**src/rtl/rbt_pkg.sv**
```systemverilog
// Shared types and constants for the relay bank with toggle timers.
// Depends on nothing; the command interface, the top level, the channel and the testbench import it.
package rbt_pkg;

  localparam int unsigned MAX_CHANNELS = 8;
  localparam int unsigned CH_W         = 3;
  localparam int unsigned CMD_W        = 3;
  localparam int unsigned SEC_W        = 16;
  localparam int unsigned REM_W        = 26;
  localparam int unsigned MS_PER_SEC   = 1000;

  typedef enum logic [CMD_W-1:0] {
    CMD_TICK         = 3'd0,
    CMD_ON           = 3'd1,
    CMD_OFF          = 3'd2,
    CMD_TOGGLE       = 3'd3,
    CMD_TIMER_TOGGLE = 3'd4,
    CMD_SET_PRESET   = 3'd5
  } cmd_e;

  // One registered command on its way through the channel cells.
  typedef struct packed {
    logic             fire;
    logic [CMD_W-1:0] cmd;
    logic [CH_W-1:0]  channel;
    logic [SEC_W-1:0] seconds;
  } rbt_step_t;

  // Next-state view of one channel, captured into the result register.
  typedef struct packed {
    logic relay;
    logic expired;
    logic running;
  } rbt_stat_t;

endpackage

```
**src/rtl/rbt_channel.sv**
```systemverilog
// One relay channel: output bit, toggle timer countdown and preset register.
// Depends on rbt_pkg for the step and status structs and the command codes.
module rbt_channel
  import rbt_pkg::*;
#(
  parameter int unsigned IDX = 0
) (
  input  logic      clk_i,
  input  logic      rst_ni,
  input  rbt_step_t step_i,
  output rbt_stat_t stat_o
);

  logic             relay_q, relay_d;
  logic             run_q, run_d;
  logic [REM_W-1:0] rem_q, rem_d;
  logic [SEC_W-1:0] preset_q, preset_d;
  logic             expired;
  logic             hit;
  logic [SEC_W-1:0] start_secs;
  logic [REM_W-1:0] start_ms;
  logic signed [SEC_W:0]   diff_secs;
  logic signed [REM_W+1:0] diff_ms;
  logic signed [REM_W+1:0] adj_ms;
  logic [REM_W-1:0]        adj_clamped;

  assign hit = (step_i.channel == CH_W'(IDX));

  // A zero seconds field keeps the stored preset when a timer is started.
  assign start_secs = (step_i.seconds != '0) ? step_i.seconds : preset_q;
  assign start_ms   = REM_W'(start_secs) * REM_W'(MS_PER_SEC);

  // Moving the preset of a running timer shifts its deadline by the difference.
  assign diff_secs = $signed({1'b0, step_i.seconds}) - $signed({1'b0, preset_q});
  assign diff_ms   = (REM_W+2)'(diff_secs) * $signed((REM_W+2)'(MS_PER_SEC));
  assign adj_ms    = $signed({2'b00, rem_q}) + diff_ms;

  always_comb begin
    if (adj_ms < 0) begin
      adj_clamped = '0;
    end else if (adj_ms[REM_W+1:REM_W] != 2'b00) begin
      adj_clamped = '1;
    end else begin
      adj_clamped = adj_ms[REM_W-1:0];
    end
  end

  always_comb begin
    relay_d  = relay_q;
    run_d    = run_q;
    rem_d    = rem_q;
    preset_d = preset_q;
    expired  = 1'b0;
    if (step_i.fire) begin
      if (step_i.cmd == CMD_TICK) begin
        if (run_q) begin
          if (rem_q[REM_W-1:1] == '0) begin
            run_d    = 1'b0;
            rem_d    = '0;
            preset_d = '0;
            relay_d  = ~relay_q;
            expired  = 1'b1;
          end else begin
            rem_d = rem_q - REM_W'(1);
          end
        end
      end else if (hit) begin
        case (step_i.cmd)
          CMD_ON:     relay_d = 1'b1;
          CMD_OFF:    relay_d = 1'b0;
          CMD_TOGGLE: relay_d = ~relay_q;
          CMD_TIMER_TOGGLE: begin
            if (run_q) begin
              run_d = 1'b0;
              rem_d = '0;
            end else begin
              preset_d = start_secs;
              rem_d    = start_ms;
              run_d    = 1'b1;
            end
            relay_d = ~relay_q;
          end
          CMD_SET_PRESET: begin
            if (run_q) begin
              rem_d = adj_clamped;
            end
            preset_d = step_i.seconds;
          end
          default: ;
        endcase
      end
    end
  end

  always_ff @(posedge clk_i or negedge rst_ni) begin
    if (!rst_ni) begin
      relay_q  <= 1'b0;
      run_q    <= 1'b0;
      rem_q    <= '0;
      preset_q <= '0;
    end else begin
      relay_q  <= relay_d;
      run_q    <= run_d;
      rem_q    <= rem_d;
      preset_q <= preset_d;
    end
  end

  assign stat_o = '{relay: relay_d, expired: expired, running: run_d};

endmodule

```
**config.mk**
```make
export PLATFORM = sky130hd
export DESIGN_NAME = rbt_channel
export DESIGN_NICKNAME = d
export VERILOG_FILES = /design/src/rtl/rbt_pkg.sv /design/src/rtl/rbt_channel.sv
export SDC_FILE = /design/constraint.sdc
export NUM_CORES = 1
export LEC_CHECK = 0
export ABC_AREA = 0
export ABC_CLOCK_PERIOD_IN_PS = 8380
export BUFFER_PORTS_ARGS = -buffer_cell sky130_fd_sc_hd__buf_2
export CORE_MARGIN = 10
export CORE_UTILIZATION = 35
export DETAILED_ROUTE_END_ITERATION = 8
export GPL_TIMING_DRIVEN = 0
export PLACE_DENSITY = 0.59
export SLEW_MARGIN = 15
export SYNTH_ARGS = -nofsm -noshare
export SYNTH_HDL_FRONTEND = slang
export SYNTH_SLANG_ARGS = --single-unit
```
**constraint.sdc**
```tcl
create_clock -name clk_i -period 8.38 [get_ports clk_i]
set_clock_uncertainty 0.1 [all_clocks]
set_input_delay 0.419 -clock clk_i [delete_from_list [all_inputs] [get_ports clk_i]]
set_output_delay 0.419 -clock clk_i [all_outputs]
set_load 0.01 [all_outputs]
```
---- Word-level counts from Yosys, hierarchy flattened ----
Cells that the tools add are included.
word-level totals
  logic and storage cells ................. 63
  bits in registers ....................... 44
cells by class
  bitwise gates (word level) .............. 1
  multipliers ............................. 2
  equal/unequal tests ..................... 9
  muxes and demuxes ....................... 33
  add/subtract/negate cells ............... 3
  reductions and logical operators ........ 10
  order comparisons ....................... 1
operators by type and width
  operator                                                                count
  26-bit two-way mux                                                      8
  16-bit two-way mux                                                      6
  26-bit one-hot mux with 2 select lines                                  1
  16-bit one-hot mux with 2 select lines                                  1
  27-bit by 28-bit adder with 28-bit output                               1
  28-bit by 1-bit < comparator with 1-bit output (second input constant)  1
  26-bit by 1-bit subtractor with 26-bit output (second input constant)   1
  25-bit zero test                                                        1
  17-bit by 8-bit multiplier with 25-bit output (second input constant)   1
  16-bit by 7-bit multiplier with 23-bit output (second input constant)   1
  16-bit by 16-bit subtractor with 17-bit output                          1
  1-bit two-way mux                                                       16
  16-bit nonzero test                                                     1
  3-bit by 2-bit == test with 1-bit output (second input constant)        2
  3-bit == test (second input constant)                                   2
  3-bit zero test                                                         2
  3-bit != test (second input constant)                                   2
  6-bit AND reduction                                                     1
  5-bit AND reduction                                                     1
  2-bit nonzero test                                                      2
  3-bit by 1-bit == test with 1-bit output (second input constant)        1
  1-bit one-hot mux with 3 select lines                                   1
  3-bit nonzero test                                                      1
  2-bit by 1-bit != test with 1-bit output (second input constant)        1
  3 further kinds                                                         3

---- Longest topological paths before layout ----
Gate-level depths: netlist (run 1).
  depth in word-level cells ............... 10
  gate-level depth with buffers ........... 38
  gate-level depth less buffers ........... 37

---- Worst setup path before layout (run 1) ----
Ideal clock, no wire load.
  kind .................................... input to register
  start ................................... input port step_i[0] in the netlist's numbering
  end ..................................... register rem_q[7]
  buffers on the path ..................... 0
  data arrival time ....................... 7.986 ns
  required time ........................... 8.137 ns
  setup slack ............................. 0.152 ns
  cell stages on the path ................. 34
  cell sequence ........................... inv_1 -> ha_1 -> fa_1 -> nand2b_1 -> a21o_1 -> a31oi_1 -> xor2_1 -> xnor2_1 -> xor2_1 -> fa_1 -> inv_1 -> fa_1 -> inv_1 -> fa_1 -> inv_1 -> ha_1 -> a21oi_1 -> nand2_1 -> o21ai_0 -> o21a_1 -> o21ai_0 -> a21o_1 -> a21oi_1 -> xnor2_1 -> ha_1 -> and4_1 -> nor2b_1 -> nand2_1 -> a211o_1 -> a221oi_1 -> mux2i_1 -> nor2_1 -> o22a_1 -> o221ai_1
between the ends
  cells in the longest elaborated chain, start to end .. 10
ends and longest elaborated chain
  element                                                                            line                source
  start, declared                                                                    rbt_channel.sv:10   input rbt_step_t step_i,
  branches (longest 7 deep; another with 27-bit by 28-bit adder with 28-bit output)  -
  26-bit one-hot mux with 2 select lines (*)                                         rbt_channel.sv:68   case (step_i.cmd)
  26-bit two-way mux (*)                                                             rbt_channel.sv:67   end else if (hit) begin
  26-bit two-way mux (*)                                                             rbt_channel.sv:55   if (step_i.cmd == CMD_TICK) begin
  end signal, assigned                                                               rbt_channel.sv:104  rem_q <= rem_d;
  end, declared                                                                      rbt_channel.sv:16   logic [REM_W-1:0] rem_q, rem_d;
Every way passes the cells marked *. The select of a mux whose other input is x is not followed.
A chain may end at the register's enable or synchronous reset.

---- Worst setup path after layout (run 1) ----
  start ................................... register preset_q[1]
  end ..................................... register rem_q[8]
between the ends
  cells in the longest elaborated chain, start to end .. 10
ends and longest elaborated chain
  element                                                                            line                source
  start, declared                                                                    rbt_channel.sv:17   logic [SEC_W-1:0] preset_q, preset_d;
  start signal, assigned                                                             rbt_channel.sv:105  preset_q <= preset_d;
  branches (longest 7 deep; another with 27-bit by 28-bit adder with 28-bit output)  -
  26-bit one-hot mux with 2 select lines (*)                                         rbt_channel.sv:68
  26-bit two-way mux (*)                                                             rbt_channel.sv:67
  26-bit two-way mux (*)                                                             rbt_channel.sv:55
Marks and branches as above.

==> flow_metrics.tcl, run 1 <==
set metrics [dict create \
    synth_ff_type "dfrtp_1" \
    slew-limit-headroom_pct 33.1 \
    synthTopCellsByArea "fa_1 (21%), ha_1 (17%), dfrtp_1 (11%), inv_1 (6.2%), xnor2_1 (5.3%)" \
    drt_iter0_markers 623 \
    gp_congestion 0.898 \
    drive_above_1_share_pct 14.4 \
    synth.net_count 1497 \
    cts_hold_buf 0 \
    final_hold_viol_count 0 \
    critPathSlowestCell "fa_1" \
    yosysTopAreaCellShare_pct 20.9 \
    critPathKind "flip-flop to flip-flop" \
    drv_slew 0 \
    drcViolationCount 0 \
    syn_area_per_cell_um2 8.45 \
    min_period_ns 8.14 \
    finalWirelength_um 28700 \
    crit_fanout 5 \
    gr-total-overflow 0 \
    ff_latch_area_um2 1100 \
    start_util_pct 35.8 \
    fmax_mhz 123 \
    grtUsageTotal_pct 15.4 \
    status "finished, final reports clean" \
    dieHeight_um 192 \
    dr.pass1.iters 6 \
    min_period_over_period_pct 97.1 \
    ys_ff_latch 44 \
    grt_start_max_net_pins 45 \
    yosysWarningCount 0 \
    fillCellCount 2885 \
    synth_seq_area_share_pct 10.6 \
    area_delta_synth_final_pct 18.7 \
    maxCapViolCount 0 \
    setup_viol 0 \
    cp.arrival_ns 8.23 \
    die_area_um2 36800 \
    hp-class "primary input to asynchronous set/reset pin" \
    n_antenna_cell 0 \
    cts_tree "yes" \
    io_pins 28 \
    setup_tns_ns 0 \
    worst_pin_slew_ns 1.00 \
    rows 62 \
    ant_nets 0 \
    cts.clk_slew.worst_paths_ns 0.07 \
    synthDistinctLibCells 66 \
    worstSkewPairLatency_ns 0.30 \
    clockBufferDepth 2 \
    antenna_found_initial 0 \
    worst_path_largest_cell_delay_ns 0.53 \
    fin_nets 1588 \
    portBuffers 25 \
    die-width_um 192 \
    numCtsBuffers 5 \
    multi_input_area_um2 9130 \
    core_um2 28900 \
    wl_per_cell_um 16.9 \
    syn_area_um2 10300 \
    num_vias 9199 \
    synthCells 1224 \
    ctsHtreeMaxLevel 2 \
    viasPerCell 5.41 \
    cp.required_ns 8.46 \
    ys_async_sr_fraction_pct 100 \
    yosys.area.top_type "fa_1" \
    dp_hpwl_um 22500 \
    grt_pass1_wl_um 46600 \
    ctsRootBufferMaster "clkbuf_16" \
    rr_worst_depth 34 \
    cts_sinks 44 \
    synth_edf_count 0 \
    end_kind "flip-flop" \
    critPathLaunchType "flip-flop" \
    grt_pass1_vias 8960 \
]
## area by class of cell
cell class,count,share of cell area (%)
multi-input combinational,980,74.4
sequential,44,8.97
inverter,172,5.26
timing repair buffer,84,4.82
tap,384,3.91
buffer,28,1.14
clock buffer,5,1.02
clock inverter,2,0.489
## worst paths after layout
check,start,to,slack [ns]
min reg2reg,relay_q,relay_q,0.41
max,preset_q[1],rem_q[8],0.24
max reg2reg,preset_q[1],rem_q[8],0.24
min in group clk_i,step_i[22],relay_q,0.29
min,rst_ni,preset_q[4],0.05
max in group asynchronous,rst_ni,rem_q[9],7.71
## Yosys cell counts (all sizes together), types with 5 or more instances
cell type / number
nand4: 7
a22oi: 6
and2: 6
nand3: 12
o211ai: 14
nor4: 15
o21ai: 90
o21bai: 9
nor3: 28
a211oi: 12
fa: 108
ha: 140
xnor2: 63
or3: 7
buf: 7
nor2: 65
or4: 5
and3: 6
nand2b: 8
a21o: 40
o221ai: 6
a31oi: 13
xor2: 33
o21a: 21
and4: 7
o31ai: 6
clkbuf: 21
nand2: 78
a22o: 18
dfrtp: 44
o31a: 5
inv: 172
nor2b: 13
a21oi: 89
## layer usage
layer / part of all wire (%) / GRT usage, % / vias to the layer above
li1: - / - / 4469
met4: 0.87 / 1.71 / 0
met3: 4.9 / 2.23 / 19
met1: 46 / 21.4 / 4497
met2: 48 / 25.6 / 214
met5: 0 / 0 / -
## logic make-up (layout without fill, tap and decap cells)
logic type	Yosys count	in the layout	share of synthesized area, %
compound gates	363	363	22.8
xor+xnor	96	96	8.20
fa+ha+maj	248	248	37.8
buf+inv	200	291	7.46
flops	44	44	10.6
mux	3	3	0.290
other cells	1	1	0.0362
simple gates	269	269	12.8
## layout by cell type, fill, tap and decap left out, types with 15 or more instances in the layout
cell type | synthesis | layout
xor2_1 | 32 | 22
a21oi_1 | 89 | 76
nor2_1 | 65 | 62
buf_2 | 2 | 25
inv_1 | 172 | 166
nor3_1 | 28 | 27
xnor2_1 | 63 | 53
nor4_1 | 15 | 15
o21a_1 | 21 | 21
a22o_1 | 18 | 18
dfrtp_1 | 44 | 44
clkbuf_1 | 21 | 20
a21o_1 | 40 | 40
buf_4 | 3 | 62
nand2_1 | 78 | 76
fa_1 | 108 | 107
o21ai_0 | 88 | 79
ha_1 | 140 | 127
## what timing repair did
action | in CTS | in global routing
gates resized for setup | 48 | 80
setup buffers | 12 | 46
setup endpoints to repair | 26 | 26
pin swaps | 5 | 63
cloned | 0 | 1
## worst max-delay path, delay by kind of cell (launching register included)
family / cells / cell delay [ns]
flip-flops: 1 / 0.38
adder cells (fa/ha/maj): 7 / 2.81
XOR/XNOR: 1 / 0.12
AO/OA/AOI/OAI: 13 / 2.85
buffers and inverters: 4 / 0.23
multiplexers: 1 / 0.13
AND/OR/NAND/NOR: 8 / 1.42
## sequential cells by signal, indices dropped and copies added (netlist names)
name	flops
run_q	1
preset_q	16
rem_q	26
relay_q	1
## stage by stage
step	std cells	cell area (um2)	hold slack [ns]	util [%]	setup WS (ns)
3_3_place_gp	1633	11000	0.379	37.9	-1.69
6_report	1699	12300	0.0451	42.4	0.240
4_1_cts	1652	11500	0.285	39.8	0.0228
3_5_place_dp	1633	11000	0.383	37.9	-1.74
2_1_floorplan	1224	10300	0.0234	-	0.152
5_1_grt	1699	12300	0.0956	42.4	-0.0927
Power of run 1 is left out: the tool's default activity adds up to more than one toggle a clock period on the data nets, which glitch-free logic cannot reach.
==> inputs of run 2 (changes only) <==
- CORE_UTILIZATION: 35 -> 48
- PLACE_DENSITY: 0.59 -> 0.73
==> run 2 against run 1 <==
- sequential cell count is the same
- maximum frequency shrank 0.24%
- cell area shrank 2.2%
- cell count shrank 6.6%
- first-iteration DRC count grew 36%
- core utilization grew 14 points
- global-route usage grew 3.4 points
- critical path depth grew 1
- via count grew 2.2%
- setup slack lost 0.020 ns
- clock-buffer cell count is the same
==> flow_metrics.tcl, run 2 (synthesis gave the netlist of run 1 again) <==
set metrics [dict create \
    worstSkewPairLatency_ns 0.30 \
    cp_top_family "compound AO/OA/AOI/OAI gates" \
    final_hold_viol_count 0 \
    crit_fanout 5 \
    clockBufferDepth 2 \
    dp_hpwl_um 21400 \
    largest_register_ffs 26 \
    hp-class "primary input to asynchronous set/reset pin" \
    ctsHtreeMaxLevel 2 \
    dr.pass1.iters 8 \
    gp_congestion 0.946 \
    end_kind "flip-flop" \
    start_util_pct 49.1 \
    grt_start_max_net_pins 45 \
    worst_pin_slew_ns 0.846 \
    wl_per_cell_um 17.4 \
    die-width_um 167 \
    gr-total-overflow 0 \
    fmax_mhz 123 \
    worst_path_largest_cell_delay_ns 0.52 \
    crit_buf_inv 4 \
    drv_slew 0 \
    setup_viol 0 \
    min_period_ns 8.16 \
    final_common_cell "inv_1" \
    reg_top3 "rem_q x26, preset_q x16" \
    antenna_found_initial 0 \
    grt_pass1_vias 9076 \
    cts_tree "yes" \
    io_pins 28 \
    ctsRootBufferMaster "clkbuf_16" \
    ant_nets 0 \
    dieHeight_um 167 \
    cp.required_ns 8.47 \
    fillCellCount 1872 \
    die_area_um2 27800 \
    rows 53 \
    num_vias 9401 \
    min_period_over_period_pct 97.4 \
    grtUsageTotal_pct 18.8 \
    status "finished, final reports clean" \
    grt_pass1_wl_um 44600 \
    slew-limit-headroom_pct 43.6 \
    final_cell_mix "inv_1 (168), ha_1 (131), fa_1 (107)" \
    critPathSlowestCell "fa_1" \
    holdWs_ns 0.0371 \
    finalWirelength_um 27700 \
    portBuffers 25 \
    drt_iter0_markers 845 \
    cts_sinks 44 \
    viasPerCell 5.92 \
    core_um2 21100 \
    n_antenna_cell 0 \
    drcViolationCount 0 \
    cp.arrival_ns 8.25 \
    critPathKind "flip-flop to flip-flop" \
    critPathLaunchType "flip-flop" \
    top_register "rem_q" \
    cts.clk_slew.worst_paths_ns 0.07 \
    drive_above_1_share_pct 13.5 \
    cts_hold_buf 0 \
    area_delta_synth_final_pct 16.0 \
    maxCapViolCount 0 \
    numCtsBuffers 5 \
    fin_nets 1584 \
]
==> run 2: cell count changes in the layout (fill, tap and decap cells not counted), moves of 2 or more <==
cell / change
ha_1: +4
a21oi_2: +3
a21oi_1: -2
o21ai_0: +2
xor2_1: +3
nor2_2: +2
xor2_2: -4
buf_4: -3
inv_2: -2
ha_2: -3
inv_1: +2
==> run 2: area by class of cell <==
class / count / area [um2] / area share, %
plain buffers: 28 / 133 / 1.10
clock buffers: 5 / 125 / 1.04
clock inverters: 3 / 42.5 / 0.354
inverters: 172 / 646 / 5.38
multi-input cells: 981 / 9080 / 75.6
flip-flops and latches: 44 / 1100 / 9.17
well taps: 275 / 344 / 2.87
repair buffers: 79 / 533 / 4.44
==> run 2: through the flow <==
stage | setup TNS (ns) | cell area (um2) | setup slack (ns) | utilization, % | instances
after floorplan | 0 | 10300 | 0.152 | - | 1224
after global placement | -35.66 | 10800 | -1.52 | 51.3 | 1524
after detailed placement | -39.78 | 10800 | -1.75 | 51.3 | 1524
after CTS | 0 | 11300 | 0.00567 | 53.8 | 1544
after global routing | -2.95 | 12000 | -0.209 | 56.9 | 1587
final | 0 | 12000 | 0.220 | 56.9 | 1587
==> run 2: worst paths after layout <==
check / slack, ns / from / depth (start not counted) / endpoint
worst min-delay path: 0.04 / rst_ni / 1 / rem_q[20]
max in group asynchronous: 7.70 / rst_ni / 1 / rem_q[3]
worst min register to register: 0.40 / relay_q / 1 / relay_q
worst max register to register: 0.22 / preset_q[1] / 35 / rem_q[8]
min in group clk_i: 0.28 / step_i[22] / 2 / relay_q
worst max-delay path: 0.22 / preset_q[1] / 35 / rem_q[8]
==> run 2: layer usage <==
layer	global-route usage [%]	part of all wire, %
met2	30.6	47
met4	5.77	3.1
met3	2.85	6.1
met1	25.1	44
met5	0	0
==> run 2: repair_timing <==
action                     CTS  global route
setup endpoints to repair   26            26
pin swaps                    8            57
cloned                       0             1
hold endpoints to repair     0             0
setup buffers               12            42
resized for setup           45            69
Power of run 2 is left out for the same reason.
